**config.mk**
```make
export PLATFORM = sky130hd
export DESIGN_NAME = taylor_sine_cosine
export DESIGN_NICKNAME = d
export VERILOG_FILES = /design/src/rtl/tsc_pkg.sv /design/src/rtl/tsc_mac.sv /design/src/rtl/taylor_sine_cosine.sv
export SDC_FILE = /design/constraint.sdc
export NUM_CORES = 2
export LEC_CHECK = 0
export ABC_CLOCK_PERIOD_IN_PS = 11500
export CAP_MARGIN = 20
export CELL_PAD_IN_SITES_DETAIL_PLACEMENT = 0
export CELL_PAD_IN_SITES_GLOBAL_PLACEMENT = 1
export CORE_UTILIZATION = 31
export DETAILED_ROUTE_END_ITERATION = 10
export DONT_BUFFER_PORTS = 1
export GPL_ROUTABILITY_DRIVEN = 1
export PLACE_DENSITY_LB_ADDON = 0.1
export SLEW_MARGIN = 10
export SYNTH_ARGS = -nofsm -noshare
export SYNTH_HDL_FRONTEND = slang
export SYNTH_SLANG_ARGS = --single-unit
```
**constraint.sdc**
```tcl
create_clock -name clk -period 11.5 [get_ports clk]
set_clock_uncertainty 0.1 [all_clocks]
set_input_delay 2.3 -clock clk [delete_from_list [all_inputs] [get_ports clk]]
set_output_delay 2.3 -clock clk [all_outputs]
set_load 0.1 [all_outputs]
```
**src/rtl/tsc_pkg.sv**
```systemverilog
// Shared constants for the Taylor-series sine/cosine evaluator.
`timescale 1ns / 1ps

package tsc_pkg;

  // Fixed-point format and series limit.
  localparam int FRAC_BITS = 28;
  localparam int MAX_TERMS = 32;

  // Port field widths.
  localparam int ANGLE_W = 31;
  localparam int VALUE_W = 30;
  localparam int COUNT_W = 6;

  // Datapath widths; the series terms stay below about 11.0 for angles within 4.0.
  localparam int XMAG_W = 31;
  localparam int XX_W   = 33;
  localparam int TERM_W = 36;
  localparam int NUM_W  = 37;
  localparam int QUO_W  = 35;
  localparam int SUM_W  = 38;

  // Denominator tables and reciprocal scaling. The numerator stays below 2^36,
  // so a reciprocal scaled by 2^36 leaves the quotient estimate at most one low.
  localparam int DEN_W     = 13;
  localparam int RCP_W     = 36;
  localparam int RCP_SHIFT = 36;
  localparam int IDX_W     = $clog2(MAX_TERMS);

  // Shared multiply-accumulate unit.
  localparam int MUL_A_W = 37;
  localparam int MUL_B_W = 18;
  localparam int PROD_W  = MUL_A_W + MUL_B_W;
  localparam int ACC_W   = 72;

endpackage

```
**src/rtl/tsc_mac.sv**
```systemverilog
// Shared multiply-accumulate unit: one 37x18 product per cycle into a 72-bit accumulator.
`timescale 1ns / 1ps

module tsc_mac
  import tsc_pkg::*;
(
  input  logic               clk,
  input  logic [MUL_A_W-1:0] a,
  input  logic [MUL_B_W-1:0] b,
  input  logic [ACC_W-1:0]   rnd,
  input  logic               hi,
  output logic [ACC_W-1:0]   sum_out,
  output logic [ACC_W-1:0]   acc
);

  logic [PROD_W-1:0] prod;
  logic [ACC_W-1:0]  shifted;
  logic [ACC_W-1:0]  base;

  // The low half of B starts a new sum from the rounding constant; the high half
  // is weighted by 2^18 and added to the running accumulator.
  assign prod    = a * b;
  assign shifted = hi ? ACC_W'({prod, {MUL_B_W{1'b0}}}) : ACC_W'(prod);
  assign base    = hi ? acc : rnd;
  assign sum_out = base + shifted;

  // Accumulator register.
  always_ff @(posedge clk) begin
    acc <= sum_out;
  end

endmodule

```
**src/rtl/taylor_sine_cosine.sv**
```systemverilog
// Top level of the Taylor-series sine/cosine evaluator.
`timescale 1ns / 1ps

// One angle (Q3.28 radians) and a function select enter per transfer, and one Q2.28
// result, clamped to plus or minus one, leaves per item. With n = min(term_count, 32),
// an item runs to its end before the block is ready again: the square of the angle, then
// n series terms on the single 37x18 multiply-accumulate unit, which needs two passes
// for each wide product (term times square, quotient estimate by reciprocal) and one
// for the remainder check of the rounded division. The finished result waits in an
// output register, so the next item is taken while it is unclaimed.
module taylor_sine_cosine
  import tsc_pkg::*;
(
  input  logic               clk,
  input  logic               rst,
  // Configuration: term_count.
  input  logic               cfg_we,
  input  logic [COUNT_W-1:0] cfg_wdata,
  // Input stream.
  input  logic               s_tvalid,
  output logic               s_tready,
  input  logic [31:0]        s_tdata,   // [30:0] angle, [31] zero
  input  logic               s_tuser,   // [0] cmd (0 sine, 1 cosine)
  // Output stream.
  output logic               m_tvalid,
  input  logic               m_tready,
  output logic [31:0]        m_tdata    // [29:0] value, [31:30] zero
);

  typedef enum logic [7:0] {
    S_IDLE = 8'b0000_0001,
    S_SQR  = 8'b0000_0010,
    S_TERM = 8'b0000_0100,
    S_RCP  = 8'b0000_1000,
    S_CHK  = 8'b0001_0000,
    S_FIX1 = 8'b0010_0000,
    S_FIX2 = 8'b0100_0000,
    S_DONE = 8'b1000_0000
  } state_t;

  localparam logic [ACC_W-1:0]          ROUND    = ACC_W'(1) << (FRAC_BITS - 1);
  localparam logic [TERM_W-1:0]         TERM_ONE = TERM_W'(1) << FRAC_BITS;
  localparam logic signed [SUM_W-1:0]   SUM_ONE  = SUM_W'(1) << FRAC_BITS;
  localparam logic signed [SUM_W-1:0]   SUM_MONE = -SUM_ONE;
  localparam logic signed [VALUE_W-1:0] VAL_ONE  = VALUE_W'(1) << FRAC_BITS;
  localparam logic signed [VALUE_W-1:0] VAL_MONE = -VAL_ONE;

  state_t              state;
  logic                ph;
  logic [COUNT_W-1:0]  i;
  logic [COUNT_W-1:0]  term_count;
  logic [COUNT_W-1:0]  n_cap;
  logic                out_free;

  logic                cos_r;
  logic [XMAG_W-1:0]   x_mag;
  logic [XMAG_W-1:0]   x_mag_in;
  logic [XX_W-1:0]     xx;
  logic [TERM_W-1:0]   term_mag;
  logic                term_neg;
  logic signed [SUM_W-1:0] sum;
  logic [NUM_W-1:0]    num;
  logic [QUO_W-1:0]    quo;
  logic                bump;
  logic [VALUE_W-1:0]  clamped;

  logic [DEN_W-1:0]    den_sin [MAX_TERMS];
  logic [DEN_W-1:0]    den_cos [MAX_TERMS];
  logic [RCP_W-1:0]    rcp_sin [MAX_TERMS];
  logic [RCP_W-1:0]    rcp_cos [MAX_TERMS];
  logic [IDX_W-1:0]    tab_idx;
  logic [DEN_W-1:0]    den_r;
  logic [RCP_W-1:0]    rcp_r;

  logic [MUL_A_W-1:0]  mac_a;
  logic [MUL_B_W-1:0]  mac_b;
  logic [ACC_W-1:0]    mac_rnd;
  logic                mac_hi;
  logic [ACC_W-1:0]    acc_sum;
  logic [ACC_W-1:0]    acc;

  // Denominators 2i(2i+1) and 2i(2i-1) with their reciprocals floor(2^36 / den).
  for (genvar g = 0; g < MAX_TERMS; g++) begin : g_tab
    localparam longint unsigned DS = 64'(2 * (g + 1) * (2 * (g + 1) + 1));
    localparam longint unsigned DC = 64'(2 * (g + 1) * (2 * (g + 1) - 1));
    localparam longint unsigned RS = (64'd1 << RCP_SHIFT) / DS;
    localparam longint unsigned RC = (64'd1 << RCP_SHIFT) / DC;
    assign den_sin[g] = DEN_W'(DS);
    assign den_cos[g] = DEN_W'(DC);
    assign rcp_sin[g] = RCP_W'(RS);
    assign rcp_cos[g] = RCP_W'(RC);
  end

  tsc_mac u_mac (
    .clk     (clk),
    .a       (mac_a),
    .b       (mac_b),
    .rnd     (mac_rnd),
    .hi      (mac_hi),
    .sum_out (acc_sum),
    .acc     (acc)
  );

  // Handshake and small helpers.
  assign s_tready = (state == S_IDLE);
  assign out_free = !m_tvalid || m_tready;
  assign n_cap    = (term_count > COUNT_W'(MAX_TERMS)) ? COUNT_W'(MAX_TERMS) : term_count;
  assign x_mag_in = s_tdata[ANGLE_W-1] ? (~s_tdata[ANGLE_W-1:0] + XMAG_W'(1))
                                       : s_tdata[ANGLE_W-1:0];
  assign tab_idx  = (state == S_FIX2) ? i[IDX_W-1:0] : '0;
  assign bump     = ({1'b0, num} >= acc[NUM_W:0]);

  // Final clamp to plus or minus one.
  always_comb begin
    if (sum > SUM_ONE) begin
      clamped = VAL_ONE;
    end else if (sum < SUM_MONE) begin
      clamped = VAL_MONE;
    end else begin
      clamped = sum[VALUE_W-1:0];
    end
  end

  // Operand selection for the shared unit.
  always_comb begin
    mac_a   = '0;
    mac_b   = '0;
    mac_rnd = '0;
    mac_hi  = ph;
    case (state)
      S_SQR: begin
        mac_a   = MUL_A_W'(x_mag);
        mac_b   = ph ? MUL_B_W'(x_mag[XMAG_W-1:MUL_B_W]) : x_mag[MUL_B_W-1:0];
        mac_rnd = ROUND;
      end
      S_TERM: begin
        // Rounding of the product and half the denominator are folded in here.
        mac_a   = MUL_A_W'(term_mag);
        mac_b   = ph ? MUL_B_W'(xx[XX_W-1:MUL_B_W]) : xx[MUL_B_W-1:0];
        mac_rnd = ROUND | (ACC_W'(den_r[DEN_W-1:1]) << FRAC_BITS);
      end
      S_RCP: begin
        mac_a = num;
        mac_b = ph ? MUL_B_W'(rcp_r[RCP_W-1:MUL_B_W]) : rcp_r[MUL_B_W-1:0];
      end
      S_CHK: begin
        // (q0 + 1) * den, compared against the numerator in the next cycle.
        mac_a   = MUL_A_W'(quo);
        mac_b   = MUL_B_W'(den_r);
        mac_rnd = ACC_W'(den_r);
        mac_hi  = 1'b0;
      end
      default: begin
        mac_hi = 1'b0;
      end
    endcase
  end

  // Sequencer, configuration register and output valid.
  always_ff @(posedge clk) begin
    if (rst) begin
      state      <= S_IDLE;
      ph         <= 1'b0;
      i          <= '0;
      term_count <= COUNT_W'(10);
      m_tvalid   <= 1'b0;
    end else begin
      if (cfg_we) begin
        term_count <= cfg_wdata;
      end
      // A result taken in the done state is replaced there by the new one.
      if (m_tvalid && m_tready && state != S_DONE) begin
        m_tvalid <= 1'b0;
      end
      case (state)
        S_IDLE: begin
          if (s_tvalid) begin
            state <= S_SQR;
            ph    <= 1'b0;
          end
        end
        S_SQR: begin
          ph <= !ph;
          if (ph) begin
            i     <= COUNT_W'(1);
            state <= (n_cap == '0) ? S_DONE : S_TERM;
          end
        end
        S_TERM: begin
          ph <= !ph;
          if (ph) begin
            state <= S_RCP;
          end
        end
        S_RCP: begin
          ph <= !ph;
          if (ph) begin
            state <= S_CHK;
          end
        end
        S_CHK: begin
          state <= S_FIX1;
        end
        S_FIX1: begin
          state <= S_FIX2;
        end
        S_FIX2: begin
          if (i == n_cap) begin
            state <= S_DONE;
          end else begin
            i     <= i + COUNT_W'(1);
            state <= S_TERM;
          end
        end
        S_DONE: begin
          if (out_free) begin
            m_tvalid <= 1'b1;
            state    <= S_IDLE;
          end
        end
        default: begin
          state <= S_IDLE;
        end
      endcase
    end
  end

  // Datapath registers.
  always_ff @(posedge clk) begin
    // Input transfer: first term and running sum.
    if (state == S_IDLE && s_tvalid) begin
      cos_r    <= s_tuser;
      x_mag    <= x_mag_in;
      term_mag <= s_tuser ? TERM_ONE : TERM_W'(x_mag_in);
      term_neg <= s_tuser ? 1'b0 : s_tdata[ANGLE_W-1];
      sum      <= s_tuser ? SUM_ONE
                          : {{(SUM_W-ANGLE_W){s_tdata[ANGLE_W-1]}}, s_tdata[ANGLE_W-1:0]};
    end
    // Denominator and reciprocal for the coming round.
    if ((state == S_SQR && ph) || state == S_FIX2) begin
      den_r <= cos_r ? den_cos[tab_idx] : den_sin[tab_idx];
      rcp_r <= cos_r ? rcp_cos[tab_idx] : rcp_sin[tab_idx];
    end
    if (state == S_SQR && ph) begin
      xx <= acc_sum[FRAC_BITS+XX_W-1:FRAC_BITS];
    end
    // Rounded product plus half the denominator.
    if (state == S_TERM && ph) begin
      num <= acc_sum[FRAC_BITS+NUM_W-1:FRAC_BITS];
    end
    // Quotient estimate, then the one-step correction.
    if (state == S_RCP && ph) begin
      quo <= acc_sum[RCP_SHIFT+QUO_W-1:RCP_SHIFT];
    end
    if (state == S_FIX1) begin
      quo <= quo + QUO_W'(bump);
    end
    // The new term has the opposite sign of the previous one.
    if (state == S_FIX2) begin
      term_mag <= TERM_W'(quo);
      term_neg <= !term_neg;
      sum      <= term_neg ? (sum + SUM_W'(quo)) : (sum - SUM_W'(quo));
    end
    if (state == S_DONE && out_free) begin
      m_tdata <= {{(32-VALUE_W){1'b0}}, clamped};
    end
  end

`ifndef SYNTHESIS
  a_accept_starts: assert property (@(posedge clk) disable iff (rst)
    (s_tvalid && s_tready) |=> (state == S_SQR && !ph))
    else $error("input transfer did not start the square step");

  a_done_holds: assert property (@(posedge clk) disable iff (rst)
    (state == S_DONE && m_tvalid && !m_tready) |=> (state == S_DONE))
    else $error("result left the done state while the output register was full");

  a_value_range: assert property (@(posedge clk) disable iff (rst)
    m_tvalid |-> ($signed(m_tdata[VALUE_W-1:0]) <= VAL_ONE &&
                  $signed(m_tdata[VALUE_W-1:0]) >= VAL_MONE))
    else $error("result outside plus or minus one");
`endif

endmodule

```
# Word level (Yosys, flattened, before mapping)

Memories as Yosys holds them, arrays and structs flattened.
Cells that the tools add are included.

Register bits: 384
Bits in read-only memories: 3136
Input bits: 44
Output and inout port bits: 34
Logic and storage cells: 125
Memories: 4

$add $sub $neg: 6
$mul: 1
Order comparisons: 5
Equal/unequal tests: 16
Muxes and demuxes: 51
Bitwise operators: 2
Reductions and logical operators: 22

Memories:

| name             | depth | bits a word | rd ports | clocked after memory_dff | write ports | line                      | source |
|---|---|---|---|---|---|---|---|
| (name not given) | 32    | 36          | 1        | 0                        | 0           | taylor_sine_cosine.sv:242 | `rcp_r <= cos_r ? rcp_cos[tab_idx] : rcp_sin[tab_idx];` |
| (name not given) | 32    | 36          | 1        | 0                        | 0           | taylor_sine_cosine.sv:242 |  |
| (name not given) | 32    | 13          | 1        | 0                        | 0           | taylor_sine_cosine.sv:241 | `den_r <= cos_r ? den_cos[tab_idx] : den_sin[tab_idx];` |
| (name not given) | 32    | 13          | 1        | 0                        | 0           | taylor_sine_cosine.sv:241 |  |

Operator list:

| operator                                                               | number |
|---|---|
| 36-bit two-way mux                                                     | 5 |
| 38-bit two-way mux                                                     | 4 |
| 37-bit one-hot mux with 4 select lines                                 | 1 |
| 72-bit two-way mux                                                     | 2 |
| 35-bit two-way mux                                                     | 4 |
| 40-bit one-hot mux with 3 select lines                                 | 1 |
| 72-bit adder                                                           | 1 |
| 18-bit one-hot mux with 4 select lines                                 | 1 |
| 13-bit two-way mux                                                     | 5 |
| 8-bit one-hot mux with 8 select lines                                  | 1 |
| 31-bit two-way mux                                                     | 2 |
| 8-bit two-way mux                                                      | 7 |
| 37-bit by 18-bit multiplier with 55-bit output                         | 1 |
| 18-bit two-way mux                                                     | 3 |
| 38-bit by 35-bit adder with 38-bit output                              | 1 |
| 37-bit by 38-bit >= comparator with 1-bit output                       | 1 |
| 38-bit by 30-bit > comparator with 1-bit output, second input constant | 1 |
| 38-bit by 29-bit < comparator with 1-bit output, second input constant | 1 |
| 38-bit by 35-bit subtractor with 38-bit output                         | 1 |
| 35-bit by 1-bit adder with 35-bit output                               | 1 |
| 31-bit by 1-bit adder with 31-bit output, second input constant        | 1 |
| 31-bit inverter                                                        | 1 |
| 30-bit two-way mux                                                     | 1 |
| 6-bit two-way mux                                                      | 3 |
| 29 further kinds                                                       | 53 |

# Longest topological paths before layout

Word-level depth: 7
Mapped depth: 50
Mapped depth without buffers: 45

# Cells and area by module

A second synthesis with hierarchy kept.

Cell total of the unflattened synthesis: 5698
Area total of the unflattened synthesis: 49358.6 um2

Modules (own cells, without submodules):

| module             | times used | cells an instance | area each (um2) | sequential area each (um2) |
|---|---|---|---|---|
| tsc_mac            | 1          | 3401              | 28124.5         | 1441.4 |
| taylor_sine_cosine | 1          | 2297              | 21234.1         | 9088.7 |

# Worst setup path after synthesis

OpenSTA, ideal clock, no wires.

Kind: register to register
Start point: register state[1]
End point: register quo[23] (data pin)
Library setup time: 0.260 ns
Arrival time: 10.966 ns
Required time: 11.140 ns
Setup slack: 0.174 ns
Stages on the path, launching flop included: 44
Buffers on the path: 5
Clock period less this slack: 11.326 ns
Cells stage by stage: dfxtp_1 -> clkbuf_1 -> nor4_1 -> nand2_1 -> nor3b_1 -> clkbuf_1 -> buf_1 -> a221oi_1 -> o21ai_1 -> clkbuf_1 -> nand2_1 -> fa_1 -> inv_1 -> fa_1 -> inv_1 -> fa_1 -> inv_1 -> fa_1 -> (+8 left out) -> o41ai_1 -> or3b_2 -> nand2_1 -> xor2_1 -> nand2_1 -> o21ai_0 -> ha_1 -> clkbuf_1 -> a21o_1 -> a21oi_1 -> o21ai_0 -> a311o_1 -> a221oi_1 -> o31ai_1 -> a21oi_1 -> o21ai_0 -> xor2_1 -> mux2_2

Longest elaborated chain between the ends: 7
Elaborated cells between the ends (all ways): 16
Those cells by class: 1 x add/sub; 1 x mul; 5 x eq/ne; 8 x mux; 1 x reduce/logical

Ends and longest elaborated chain:

| item                                                                                | line                                     | source |
|---|---|---|
| from (decl)                                                                         | taylor_sine_cosine.sv:48                 | `state_t state;` |
| from (signal assigned)                                                              | taylor_sine_cosine.sv:186                | `state <= (n_cap == '0) ? S_DONE : S_TERM;` |
| 8-bit by 5-bit == test with 1-bit output (tied with other cells)                    | taylor_sine_cosine.sv:130                | `case (state)` |
| 37-bit one-hot mux with 4 select lines (tied with other cells)                      | taylor_sine_cosine.sv:130                |  |
| 37-bit by 18-bit multiplier with 55-bit output or 1-bit two-way mux (tied branches) | tsc_mac.sv:22, taylor_sine_cosine.sv:130 |  |
| 72-bit two-way mux (on tied branches)                                               | tsc_mac.sv:23, tsc_mac.sv:24             |  |
| 72-bit adder (*)                                                                    | tsc_mac.sv:25                            | `assign sum_out = base + shifted;` |
| named net acc_sum[59]                                                               | taylor_sine_cosine.sv:79                 | `logic [ACC_W-1:0] acc_sum;` |
| 35-bit two-way mux (*)                                                              | taylor_sine_cosine.sv:252                | `if (state == S_RCP && ph) begin` |
| 35-bit two-way mux (*)                                                              | taylor_sine_cosine.sv:255                | `if (state == S_FIX1) begin` |
| to (signal assigned)                                                                | taylor_sine_cosine.sv:253                | `quo <= acc_sum[RCP_SHIFT+QUO_W-1:RCP_SHIFT];` |
| to (signal assigned)                                                                | taylor_sine_cosine.sv:256                | `quo <= quo + QUO_W'(bump);` |
| to (decl)                                                                           | taylor_sine_cosine.sv:63                 | `logic [QUO_W-1:0] quo;` |

Mark *: on every way through the listed nets, which the timed path passes. The rest lies on a longest branch. The select of a mux whose other input is x is not followed.
A chain may end at the register's enable or synchronous reset.

# Final worst setup path

Start point: register state[7]
End point: register quo[34] (data pin)

The elaborated chain is that of the path after synthesis.

==> qor.txt <==
Hold Vio Cnt, Final = 0
VDD IR-drop max = 114.5 uV
Power Dens Cells = 76.56 nW/um^2
Post-Synthesis Cells = 5665
Worst EP required = 11.77 ns
largest net degree at the start of global routing = 84
Worst Max-Slew Pin Slew = 1.059 ns
# setup viols final = 0
Max Cap Violations = 0
initial antenna violation count = 5
Seq/Total Area, Yosys = 21.94%
Synth Register Bits = 381
Placeable Area = 152800 sq um
Die W = 395.3 um
Post-synth EDFFs = 289
CP max FO = 20
period utilisation layout = 96.92%
Hold Path Stages = 2
final instance area = 58450 sq um
post-layout minimum cycle time = 11.15 ns
Site Rows = 143
vias in the first global route = 43.41k
Setup CP Type = reg -> reg
starting DRC count in detailed routing = 3175
clock latency on the worst-skew pair = 0.62 ns
Final Max Slew Viols = 0
status = finished, final reports clean
drt wl/cell = 25.43 um
final-stage net count = 7044
TritonCTS clock tree = built
Critical Path AT = 11.42 ns
placer's final routability congestion estimate = 0.9389
Crit. End Element = register
library cells used by synthesis = 83
Post-CTS Hold Buffers = 0
post-route setup TNS = 0 ns
Startpoint Class = register
grt ovf = 0
async set-reset flop share out of synthesis = 0%
CTS Buf Count = 45
total number of yosys warnings = 0
worst hold-check path type = reg -> reg
Layout area overhead = 21.88%
detailed-placement wirelength estimate = 168700 um
Post-Syn Area per Cell = 8.465 sq um
Die Height = 395.3 um
GRT Resource Usage Total = 26.36%
ys flop type = edfxtp_1
placed inst area = 55690 sq um
H-tree levels = 2
drt pass-1 iters = 6
Boundary Pins = 78
CP max stage delay = 0.57 ns
Final Util = 38.25%
CTS Buffer Depth = 3
Starting Density = 31.39%
TritonCTS sink count = 381
slowest cell on the critical path = fa_1
Leak = 26.47 nW
share of cells above drive strength 1 = 17.27%
Total Wirelength = 208800 um
Max Freq = 89.72 MHz
IO Port Bufs = 0
cells on worst reg2reg path = 50
DRT antenna net count = 0
post-route DRC violation count = 0
Critical Path Most Common Cell = buf_4
Synth Cell Area = 47960 sq um
max_slew headroom = 29.15%
first-pass GRT wire length = 304000 um
Root Driver = clkbuf_16
via/cell ratio = 5.198
Fillers = 15.94k
clock slew at the register clock pins of the worst setup and hold paths = 0.06 ns
Via Count = 42.67k
worst hold slack = 0.4476 ns
die area = 156300 sq um
RSZ-0062 raised after global routing = true
==> logic make-up after synthesis <==
logic type	share of synthesized area (%)
flip-flops	21.94
other	0.01566
AO/OA/AOI/OAI	15.65
buffers and inverters	8.988
multiplexers	0.7984
XOR/XNOR	4.548
adder cells (fa/ha/maj)	31.16
AND/OR/NAND/NOR	16.90
==> registers in the layout (all words and copies together), names as in the netlist, named ones only <==
name and cells:
cos_r 1, den_r 12, i 6, m_tdata 30, m_tvalid 1, num 37, ph 1, quo 35
rcp_r 35, state 8, sum 38, term_count 6, term_mag 35, term_neg 1, u_mac.acc 70, x_mag 31
xx 33
==> cells in the mapped netlist, drive strengths merged, types with 29 or more instances <==
cell type | instances | share of area [%]
xor2 | 101 | 1.8
a211oi | 29 | 0.45
edfxtp | 289 | 18
buf | 34 | 0.28
nand2b | 30 | 0.39
a22oi | 32 | 0.50
nor2b | 57 | 0.74
ha | 295 | 7.7
dfxtp | 92 | 3.8
o21bai | 29 | 0.45
a22o | 38 | 0.69
nor3 | 59 | 0.63
xnor2 | 148 | 2.7
a31oi | 48 | 0.63
inv | 781 | 6.1
a21oi | 316 | 3.3
fa | 562 | 23
o21ai | 286 | 3.0
a221o | 29 | 0.61
nor2 | 501 | 3.9
nand3 | 106 | 1.1
clkbuf | 331 | 2.6
nand4 | 65 | 0.85
and3 | 67 | 0.87
a21o | 130 | 2.0
nand2 | 796 | 6.2
and2 | 46 | 0.60
a221oi | 32 | 0.58
==> area by class of cell <==
cell class,instances,area (sq um),share of cell area [%]
clock buffers,59,1251,2.141
inverters,781,2932,5.016
clock inverters,23,264.0,0.4517
repair buffers,795,6953,11.90
well taps,2030,2540,4.346
flip-flops and latches,381,10530,18.02
diodes,2,5.005,0.008563
multi-input cells,4139,33970,58.12
==> metrics by stage <==
| stage | std cells | setup WS (ns) | total power, W |
|---|---|---|---|
| 6_report | 8210 | 0.3547 | 0.004475 |
| 5_1_grt | 8208 | -0.07384 | 0.004649 |
| 4_1_cts | 8176 | 0.007713 | 0.004466 |
| 3_5_place_dp | 8090 | -0.5022 | 0.002915 |
| 3_3_place_gp | 8090 | -0.5224 | 0.002919 |
| 2_1_floorplan | 5666 | 0.1739 | 0.002291 |
==> where the power goes <==
| part | internal [W] | leakage, nW | total [W] | switching, W |
|---|---|---|---|---|
| registers | 0.00158 | 3.36 | 0.00165 | 0.0000786 |
| logic | 0.000492 | 22.4 | 0.00130 | 0.000811 |
| clock network | 0.000863 | 0.724 | 0.00152 | 0.000655 |
==> final timing paths <==
path | startpoint | endpoint | slack (ns)
hold / removal | i[5] | i[5] | 0.45
setup reg to reg | state[7] | quo[34] | 0.35
hold reg to reg | i[5] | i[5] | 0.45
setup / recovery | state[7] | quo[34] | 0.35
==> routing by layer <==
layer	track usage, %	part of all wire (%)	vias up
met1	37.54	46	21460
met5	0	0	-
met4	8.584	4.0	0
met2	42.00	45	1193
met3	2.274	4.7	236
li1	-	-	19780
==> repair_timing <==
item / in CTS / in global routing
pin swaps: 8 / 65
endpoints found under the setup margin: 62 / 106
gates resized for setup: 44 / 153
buffers inserted: 2 / 28
cloned: 2 / 5
hold endpoints to repair: 0 / 0
==> placed cells by master (no fill, tap or decap), drive strengths merged, types with 14 or more instances in the layout <==
| cell type | netlist | layout |
|---|---|---|
| dfxtp | 92 | 92 |
| nor2 | 501 | 501 |
| a221o | 29 | 29 |
| a22oi | 32 | 32 |
| or3 | 19 | 19 |
| mux2i | 18 | 18 |
| nand2 | 796 | 796 |
| o211ai | 27 | 27 |
| nand4 | 65 | 65 |
| a21oi | 316 | 316 |
| and3 | 67 | 67 |
| inv | 781 | 783 |
| buf | 34 | 788 |
| a21o | 130 | 130 |
| ha | 295 | 295 |
| clkbuf | 331 | 64 |
| a22o | 38 | 38 |
| and4 | 14 | 14 |
| edfxtp | 289 | 289 |
| nor2b | 57 | 57 |
| a31oi | 48 | 48 |
| xnor2 | 148 | 148 |
| and2 | 46 | 46 |
| o21bai | 29 | 29 |
| o21ai | 286 | 286 |
| a211oi | 29 | 29 |
| nand2b | 30 | 30 |
| mux2 | 18 | 18 |
| o21a | 21 | 21 |
| o31ai | 28 | 28 |
| nor3 | 59 | 59 |
| xor2 | 101 | 101 |
| nor4 | 20 | 20 |
| a221oi | 32 | 32 |
| nand3 | 106 | 106 |
| fa | 562 | 562 |
==> critical path, delay by kind of cell, from the launching register on <==
| family | cells | cell delay, ns |
|---|---|---|
| adder cells (fa/ha/maj) | 8 | 3.69 |
| AO/OA/AOI/OAI | 16 | 2.88 |
| buffers and inverters | 14 | 1.85 |
| AND/OR/NAND/NOR | 9 | 1.42 |
| flip-flops | 1 | 0.32 |
| XOR/XNOR | 2 | 0.31 |
| multiplexers | 1 | 0.30 |
No activity file was read; power rests on OpenSTA's default activity.
